[config.mk]
export PLATFORM = sky130hd
export DESIGN_NAME = serial_command_decoder
export DESIGN_NICKNAME = d
export VERILOG_FILES = /design/src/rtl/scd_pkg.sv /design/src/rtl/scd_decode.sv /design/src/rtl/serial_command_decoder.sv
export SDC_FILE = /design/constraint.sdc
export NUM_CORES = 1
export LEC_CHECK = 0
export BUFFER_PORTS_ARGS = -buffer_cell sky130_fd_sc_hd__buf_2
export CAP_MARGIN = 20
export CORE_AREA = 2 2 130 132
export CTS_BUF_LIST = sky130_fd_sc_hd__clkbuf_16
export DETAILED_ROUTE_END_ITERATION = 12
export DIE_AREA = 0 0 132 134
export MAX_ROUTING_LAYER = met4
export SYNTH_ARGS = -nofsm -noshare
export SYNTH_HDL_FRONTEND = slang
export SYNTH_HIERARCHICAL = 1
export SYNTH_SLANG_ARGS = --single-unit
[constraint.sdc]
create_clock -name clock -period 5.7 [get_ports clock]
set_input_delay 0.57 -clock clock [delete_from_list [all_inputs] [get_ports clock]]
set_output_delay 0.57 -clock clock [all_outputs]
set_load 0.02 [all_outputs]
[src/rtl/scd_pkg.sv]
// scd_pkg: shared types, character codes and action codes of the serial command decoder
// no dependencies; imported by the decoder core and the top level
`timescale 1ns / 1ps

package scd_pkg;

   localparam int unsigned ByteWidth   = 8;
   localparam int unsigned ActionWidth = 5;
   localparam int unsigned ChanWidth   = 3;
   localparam int unsigned ValueWidth  = 16;
   localparam int unsigned RspWidth    = ActionWidth + ByteWidth + ChanWidth + ValueWidth;

   localparam logic [ValueWidth-1:0] RelayPulseReset = 16'd2000;

   // character codes
   localparam logic [7:0] ChSlash  = 8'h2F;
   localparam logic [7:0] ChDot    = 8'h2E;
   localparam logic [7:0] ChLbrace = 8'h7B;
   localparam logic [7:0] ChRbrace = 8'h7D;
   localparam logic [7:0] ChP      = 8'h70;
   localparam logic [7:0] ChF      = 8'h66;
   localparam logic [7:0] ChA      = 8'h61;
   localparam logic [7:0] ChD      = 8'h64;
   localparam logic [7:0] ChM      = 8'h6D;
   localparam logic [7:0] ChN      = 8'h6E;
   localparam logic [7:0] ChR      = 8'h72;
   localparam logic [7:0] ChS      = 8'h73;
   localparam logic [7:0] ChT      = 8'h74;
   localparam logic [7:0] ChU      = 8'h75;
   localparam logic [7:0] Ch0      = 8'h30;
   localparam logic [7:0] Ch1      = 8'h31;
   localparam logic [7:0] Ch2      = 8'h32;
   localparam logic [7:0] Ch3      = 8'h33;
   localparam logic [7:0] Ch9      = 8'h39;

   typedef enum logic [ActionWidth-1:0] {
      ACT_NONE        = 5'd0,
      ACT_PASS        = 5'd1,
      ACT_ECHO_SLASH  = 5'd2,
      ACT_RADIO_MODE  = 5'd3,
      ACT_RADIO_TOG   = 5'd4,
      ACT_RADIO_REG   = 5'd5,
      ACT_TX_BUF      = 5'd6,
      ACT_TX_ADDR     = 5'd7,
      ACT_RELAY_PULSE = 5'd8,
      ACT_RELAY_A_OFF = 5'd9,
      ACT_RELAY_A_ON  = 5'd10,
      ACT_RELAY_B_OFF = 5'd11,
      ACT_RELAY_B_ON  = 5'd12,
      ACT_MSG_OPEN    = 5'd13,
      ACT_MSG_ECHO    = 5'd14,
      ACT_MSG_ABORT   = 5'd15,
      ACT_SET_PWM     = 5'd16,
      ACT_SET_PERIOD  = 5'd17,
      ACT_ACCEL       = 5'd18,
      ACT_EMPTY_CLOSE = 5'd19
   } action_type;

   typedef enum logic [1:0] {
      KIND_NONE   = 2'd0,
      KIND_ACCEL  = 2'd1,
      KIND_PERIOD = 2'd2,
      KIND_PWM    = 2'd3
   } kind_type;

   typedef struct packed {
      logic                  cmd_mode;
      logic                  in_msg;
      kind_type              kind;
      logic [ValueWidth-1:0] width_acc;
      logic [ValueWidth-1:0] period_acc;
      logic [ChanWidth-1:0]  chan;
   } state_type;

   // packed lowest field last so that action sits in the low bits
   typedef struct packed {
      logic [ValueWidth-1:0] value;
      logic [ChanWidth-1:0]  pwm_channel;
      logic [ByteWidth-1:0]  out_byte;
      action_type            action;
   } result_type;

   function automatic logic is_digit(input logic [7:0] b);
      return (b >= Ch0) && (b <= Ch9);
   endfunction

   // acc * 10 + digit, wrapping at 16 bits
   function automatic logic [ValueWidth-1:0] mac10(input logic [ValueWidth-1:0] acc,
                                                    input logic [7:0]            b);
      logic [7:0]            d8;
      logic [ValueWidth-1:0] d;
      d8 = b - Ch0;
      d  = {{(ValueWidth-4){1'b0}}, d8[3:0]};
      return (acc << 3) + (acc << 1) + d;
   endfunction

endpackage

[src/rtl/scd_decode.sv]
// scd_decode: decoder state registers and the per-byte decode logic
// depends on scd_pkg
`timescale 1ns / 1ps

module scd_decode (
   input  logic                          clock,
   input  logic                          reset,
   input  logic                          step,
   input  logic [scd_pkg::ByteWidth-1:0] rx_byte,
   input  logic [scd_pkg::ValueWidth-1:0] relay_pulse_ms,
   output scd_pkg::result_type           result
);
   import scd_pkg::*;

   state_type state_ff;
   state_type state_in;
   state_type cleared;
   logic [7:0] chan_off;

   always_comb begin
      cleared            = state_ff;
      cleared.in_msg     = 1'b0;
      cleared.kind       = KIND_NONE;
      cleared.width_acc  = '0;
      cleared.period_acc = '0;
      cleared.chan       = '0;
      chan_off           = rx_byte - ChA + 8'd1;
   end

   always_comb begin
      state_in           = state_ff;
      result.action      = ACT_NONE;
      result.out_byte    = rx_byte;
      result.pwm_channel = '0;
      result.value       = '0;
      if (!state_ff.cmd_mode) begin
         if (rx_byte == ChSlash) begin
            state_in.cmd_mode = 1'b1;
         end else begin
            result.action = ACT_PASS;
         end
      end else if (state_ff.in_msg) begin
         if (rx_byte == ChRbrace) begin
            case (state_ff.kind)
               KIND_PWM: begin
                  result.action      = ACT_SET_PWM;
                  result.pwm_channel = state_ff.chan;
                  result.value       = state_ff.width_acc;
               end
               KIND_PERIOD: begin
                  result.action = ACT_SET_PERIOD;
                  result.value  = state_ff.period_acc;
               end
               KIND_ACCEL: begin
                  result.action = ACT_ACCEL;
               end
               default: begin
                  result.action = ACT_EMPTY_CLOSE;
               end
            endcase
            state_in = cleared;
         end else if (state_ff.kind != KIND_NONE) begin
            result.action = ACT_MSG_ECHO;
            case (state_ff.kind)
               KIND_PWM: begin
                  if (state_ff.chan == '0) begin
                     if (rx_byte >= ChA && rx_byte <= ChD) begin
                        state_in.chan = chan_off[ChanWidth-1:0];
                     end else begin
                        result.action = ACT_MSG_ABORT;
                        state_in      = cleared;
                     end
                  end else if (is_digit(rx_byte)) begin
                     state_in.width_acc = mac10(state_ff.width_acc, rx_byte);
                  end else begin
                     result.action = ACT_MSG_ABORT;
                     state_in      = cleared;
                  end
               end
               KIND_PERIOD: begin
                  if (is_digit(rx_byte)) begin
                     state_in.period_acc = mac10(state_ff.period_acc, rx_byte);
                  end else begin
                     result.action = ACT_MSG_ABORT;
                     state_in      = cleared;
                  end
               end
               default: begin
               end
            endcase
         end else begin
            result.action = ACT_MSG_ECHO;
            if (rx_byte == ChP) begin
               state_in.kind = KIND_PWM;
            end else if (rx_byte == ChF) begin
               state_in.kind = KIND_PERIOD;
            end else if (rx_byte == ChA) begin
               state_in.kind = KIND_ACCEL;
            end
         end
      end else begin
         case (rx_byte)
            ChSlash:  result.action = ACT_ECHO_SLASH;
            ChM:      result.action = ACT_RADIO_MODE;
            ChN:      result.action = ACT_RADIO_TOG;
            ChR:      result.action = ACT_RADIO_REG;
            ChS:      result.action = ACT_TX_BUF;
            ChU:      result.action = ACT_TX_ADDR;
            ChT: begin
               result.action = ACT_RELAY_PULSE;
               result.value  = relay_pulse_ms;
            end
            Ch0:      result.action = ACT_RELAY_A_OFF;
            Ch1:      result.action = ACT_RELAY_A_ON;
            Ch2:      result.action = ACT_RELAY_B_OFF;
            Ch3:      result.action = ACT_RELAY_B_ON;
            ChLbrace: begin
               result.action   = ACT_MSG_OPEN;
               state_in.in_msg = 1'b1;
            end
            ChDot:    state_in.cmd_mode = 1'b0;
            default:  result.action = ACT_NONE;
         endcase
      end
   end

   always_ff @(posedge clock) begin
      if (reset) begin
         state_ff.cmd_mode   <= 1'b1;
         state_ff.in_msg     <= 1'b0;
         state_ff.kind       <= KIND_NONE;
         state_ff.width_acc  <= '0;
         state_ff.period_acc <= '0;
         state_ff.chan       <= '0;
      end else if (step) begin
         state_ff <= state_in;
      end
   end

endmodule

[src/rtl/serial_command_decoder.sv]
// serial_command_decoder: top level with input register, decoder core and result register
// depends on scd_pkg and scd_decode
`timescale 1ns / 1ps

// Decodes a stream of received serial bytes into action codes, one result per byte.
// A byte is taken into an input register, decoded by scd_decode and written to the result
// register once that register is free. One request is taken every cycle; the rate is set
// only by how fast rsp_tready drains the result register. The relay pulse duration is
// written through the csr_ channel, which is always ready; the user must write it only
// while no request is in flight, as the block itself does not enforce this.

module serial_command_decoder (
   input  logic                           clock,
   input  logic                           reset,
   input  logic                           req_tvalid,
   output logic                           req_tready,
   input  logic [7:0]                     req_tdata,   // [7:0] rx_byte
   output logic                           rsp_tvalid,
   input  logic                           rsp_tready,
   output logic [31:0]                    rsp_tdata,   // [4:0] action, [12:5] out_byte,
                                                       // [15:13] pwm_channel, [31:16] value
   input  logic                           csr_valid,
   output logic                           csr_ready,
   input  logic [scd_pkg::ValueWidth-1:0] csr_data     // relay_pulse_ms
);
   import scd_pkg::*;

   logic                  in_valid_ff;
   logic [ByteWidth-1:0]  in_byte_ff;
   logic                  rsp_valid_ff;
   result_type            rsp_data_ff;
   logic [ValueWidth-1:0] relay_pulse_ff;
   logic                  advance;
   result_type            result;

   assign advance    = in_valid_ff && (!rsp_valid_ff || rsp_tready);
   assign req_tready = !in_valid_ff || advance;
   assign csr_ready  = 1'b1;
   assign rsp_tvalid = rsp_valid_ff;
   assign rsp_tdata  = rsp_data_ff;

   scd_decode u_decode (
      .clock          (clock),
      .reset          (reset),
      .step           (advance),
      .rx_byte        (in_byte_ff),
      .relay_pulse_ms (relay_pulse_ff),
      .result         (result)
   );

   always_ff @(posedge clock) begin
      if (reset) begin
         in_valid_ff    <= 1'b0;
         rsp_valid_ff   <= 1'b0;
         relay_pulse_ff <= RelayPulseReset;
      end else begin
         if (req_tready) begin
            in_valid_ff <= req_tvalid;
         end
         if (advance) begin
            rsp_valid_ff <= 1'b1;
         end else if (rsp_tready) begin
            rsp_valid_ff <= 1'b0;
         end
         if (csr_valid) begin
            relay_pulse_ff <= csr_data;
         end
      end
   end

   always_ff @(posedge clock) begin
      if (req_tready && req_tvalid) begin
         in_byte_ff <= req_tdata;
      end
      if (advance) begin
         rsp_data_ff <= result;
      end
   end

endmodule

==> summary.txt <==
run status -> complete, no violations
Die Width -> 132 µm
Layout Skew -> 0.00927 ns
Most Used Layer, Global Route -> met2
WP buf/inv -> 2
Tightest Pin Transition -> 1.03 ns
first-pass GRT wire length -> 23100 µm
GR Overflow Total -> 0
Detailed Place HPWL -> 9950 µm
Critical Path Start Type -> register
critical path endpoint category -> register
# DRC -> 0
Core Box Area -> 16300 µm²
Simple-Gate Fraction of Synth Area -> 0.193
P_leak -> 0.00275 µW
share of power burned in registers -> 0.498
clock sinks -> 97
Slowest cell on crit path -> edfxtp_1
Core Util, Final -> 0.415
IO Count -> 64
Worst-Skew Late Latency -> 0.35 ns
met2 Use GR -> 0.250
fin crit share -> 0.634
pin count of the biggest net entering global routing -> 56
mux contribution to synthesized area -> 0.0430
row count -> 47
register area share after synthesis -> 0.387
Vias -> 4849
crit-path cells -> inv_1, fa_1, inv_1, ha_1, a211oi_1, or2_2, a22oi_1, a21oi_1, or4b_1, a21oi_1
FF-to-FF Start -> in_byte_ff[3]$_DFFE_PP_
post-route setup slack -> 2.08 ns
clock-pin slew on the worst setup and hold paths -> 0.07 ns
synth warn -> 6
# diodes -> 0
P_int -> 1190 µW
IO buf count -> 62
met1 GRT Util -> 0.217
number of synthesized register bits -> 97
Synth Area in Compound Gates -> 0.170
Async S/R FF share, synth -> 0
routing usage on met3 -> 0.0344
die height -> 134 µm
share of post-route cells with drive strength above 1 -> 0.146
Worst path max stage delay -> 0.71 ns
worst min-delay path class -> primary input to register
Finished Layout Cells -> 907
DP Worst Slack -> 2.14 ns
Initial Utilization -> 0.372
synthesized area -> 6060 µm²
number of synthesized flops with an enable pin -> 40
largest family of logic cells by synthesized area -> simple AND/OR/NAND/NOR gates
initial antenna violation count -> 0
Post-CTS Hold Buffers -> 0
max cap viols -> 0
sw frac -> 0.224
Gate Count Post-Synth -> 648
H-tree depth -> 3
Num CTS Buffers -> 9
PwrDens -> 227 nW/µm²
delay-heaviest family, CP -> adder cells
drt total wl -> 13700 µm
Setup Buffers After CTS -> 0
CTS resizes -> 0
Tmin final -> 3.62 ns
Yosys cell types -> 71
Routed wire per std cell -> 15.1 µm
syn_nets -> 733
unrepaired setup endpoints after global routing -> no
switching power -> 344 µW
Area growth syn-to-layout -> 11.5%
dpl cells -> 890
vias in the first global route -> 4732
Fmax -> 277 MHz
Crit. Startpoint -> in_byte_ff[3]$_DFFE_PP_
Combinational Power Share -> 0.056
Hold Violations, Final -> 0
TritonCTS clock tree -> yes
post-route antenna net violation count -> 0
Critical Path RT -> 5.98 ns
total power -> 1530 µW
Post-synth top flop -> dfxtp_1
worst-path fanout max -> 19
Worst Setup Path Type -> register to register
setup TNS -> 0 ns
max_slew headroom -> 0.312
endpoints failing setup -> 0
CTS Root Cell -> clkbuf_16
synthesized area per cell -> 9.35 µm²
Initial DRT Pass Iterations -> 5
Post-Synth Adder-Cell Area -> 0.121
Slew Limit Fails -> 0
Die ar. -> 17700 µm²
XOR/XNOR Fraction of Synth Area -> 0.0289
critical hold path startpoint -> req_tdata[6]
nets@finish -> 767
via density per instance -> 5.35
gpl congestion -> 0.877
Max VDD drop -> 0.000111 V
GRT Total Usage -> 0.163
DRT iter0 DRCs -> 382
clock network power share -> 0.446
CTS max path bufs -> 2
CP Data Arrival Time -> 3.90 ns
flip-flops by register name, summed over array words and instances, names as in the netlist:
signal / cells
rsp_tvalid: 1
relay_pulse_ff: 16
rsp_tdata: 32
u_decode/state_ff: 38
in_byte_ff: 8
u_decode/cleared: 1
in_valid_ff: 1
cell families after synthesis:
group,count (synthesis)
compound gates,163
other cells,1
xor+xnor,20
buf+inv,65
flops,97
fa+ha+maj,56
mux,26
simple gates,220
path summary, 6_finish.rpt:
path	cells after the start	endpoint	slack, ns
worst min-delay path	1	in_byte_ff[6]$_DFFE_PP_	0.39
worst max-delay path	10	u_decode/state_ff[16]$_SDFFE_PP0P_	2.08
worst max register to register	10	u_decode/state_ff[16]$_SDFFE_PP0P_	2.08
worst min register to register	2	u_decode/state_ff[34]$_SDFFE_PP0P_	0.46
synthesized netlist by cell type (3+ instances only):
| cell | number | share of area |
|---|---|---|
| a21oi_1 | 54 | 0.045 |
| o21a_1 | 3 | 0.0037 |
| ha_1 | 52 | 0.11 |
| edfxtp_1 | 40 | 0.20 |
| inv_1 | 20 | 0.012 |
| or2_2 | 6 | 0.0062 |
| fa_1 | 4 | 0.013 |
| xnor2_1 | 14 | 0.020 |
| nand2b_1 | 4 | 0.0041 |
| nand3_1 | 24 | 0.020 |
| a211oi_1 | 9 | 0.011 |
| nand4_1 | 7 | 0.0072 |
| o211ai_1 | 3 | 0.0037 |
| dfxtp_1 | 57 | 0.19 |
| buf_4 | 11 | 0.014 |
| nand2_1 | 70 | 0.043 |
| mux2i_1 | 26 | 0.043 |
| o21ai_0 | 33 | 0.027 |
| buf_6 | 5 | 0.0093 |
| clkbuf_1 | 18 | 0.011 |
| a31oi_1 | 9 | 0.0093 |
| a22oi_1 | 4 | 0.0050 |
| buf_2 | 8 | 0.0066 |
| nor2b_1 | 7 | 0.0072 |
| o21ai_1 | 3 | 0.0025 |
| or4_1 | 5 | 0.0062 |
| nor2_1 | 36 | 0.022 |
| nor3b_1 | 5 | 0.0062 |
| a21boi_0 | 3 | 0.0037 |
| and3_1 | 6 | 0.0062 |
| nand3b_1 | 4 | 0.0050 |
| nor3_1 | 12 | 0.0099 |
| a211o_1 | 7 | 0.010 |
| a21o_1 | 11 | 0.014 |
| and2_1 | 5 | 0.0052 |
| or4b_1 | 3 | 0.0050 |
| xor2_1 | 6 | 0.0087 |
| or3_1 | 11 | 0.011 |
cell usage in the layout (no fill, tap or decap), types with 7 or more instances in the layout:
cell / count
a211oi_1: 9
edfxtp_1: 40
o21ai_0: 33
nand3_1: 24
inv_1: 21
mux2i_1: 26
nand2_1: 70
ha_1: 52
dfxtp_1: 57
buf_2: 62
clkbuf_16: 10
a21oi_1: 54
a211o_1: 7
a31oi_1: 8
nor2_1: 36
or3_1: 11
a21o_1: 11
nand4_1: 7
xnor2_1: 14
nor2b_1: 7
nor3_1: 12
worst reg2reg max path: cells and delay by family (launching register included):
kind,cells,cell delay [ns]
DFF,1,0.71
AOI/OAI and AO/OA,4,0.80
buffers and inverters,2,0.32
and+or+nand+nor,2,0.79
adders and majority gates,2,0.93
metal layers:
| layer | vias to the layer above | share of wire |
|---|---|---|
| li1 | 2445 | - |
| met2 | 115 | 0.44 |
| met5 | - | 0 |
| met4 | 0 | 0.010 |
| met1 | 2277 | 0.49 |
| met3 | 12 | 0.055 |
metrics by stage:
stage / hold WS (ns) / instance area (µm²)
2_1_floorplan: 0.434 / 6060
3_3_place_gp: 0.443 / 6410
3_5_place_dp: 0.449 / 6410
4_1_cts: 0.380 / 6750
5_1_grt: 0.380 / 6750
6_report: 0.389 / 6750
area by class of cell:
class	instances	area (µm²)
inverters	21	78.8
flip-flops and latches	97	2340
multi-input cells	486	3370
clock buffers	10	250
fillers	1561	9540
repair buffers	67	348
well taps	220	275
clock inverters	6	86.3
power by group through the flow:
stage          registers [µW]  clock network (µW)  logic (µW)
6_report                  763                 684        86.3
4_1_cts                   763                 701        87.3
3_3_place_gp              778                   0        84.6
5_1_grt                   767                 725        95.6
2_1_floorplan             780                   0        60.3
3_5_place_dp              779                   0        86.8
Power figures use the tool's default switching activity.
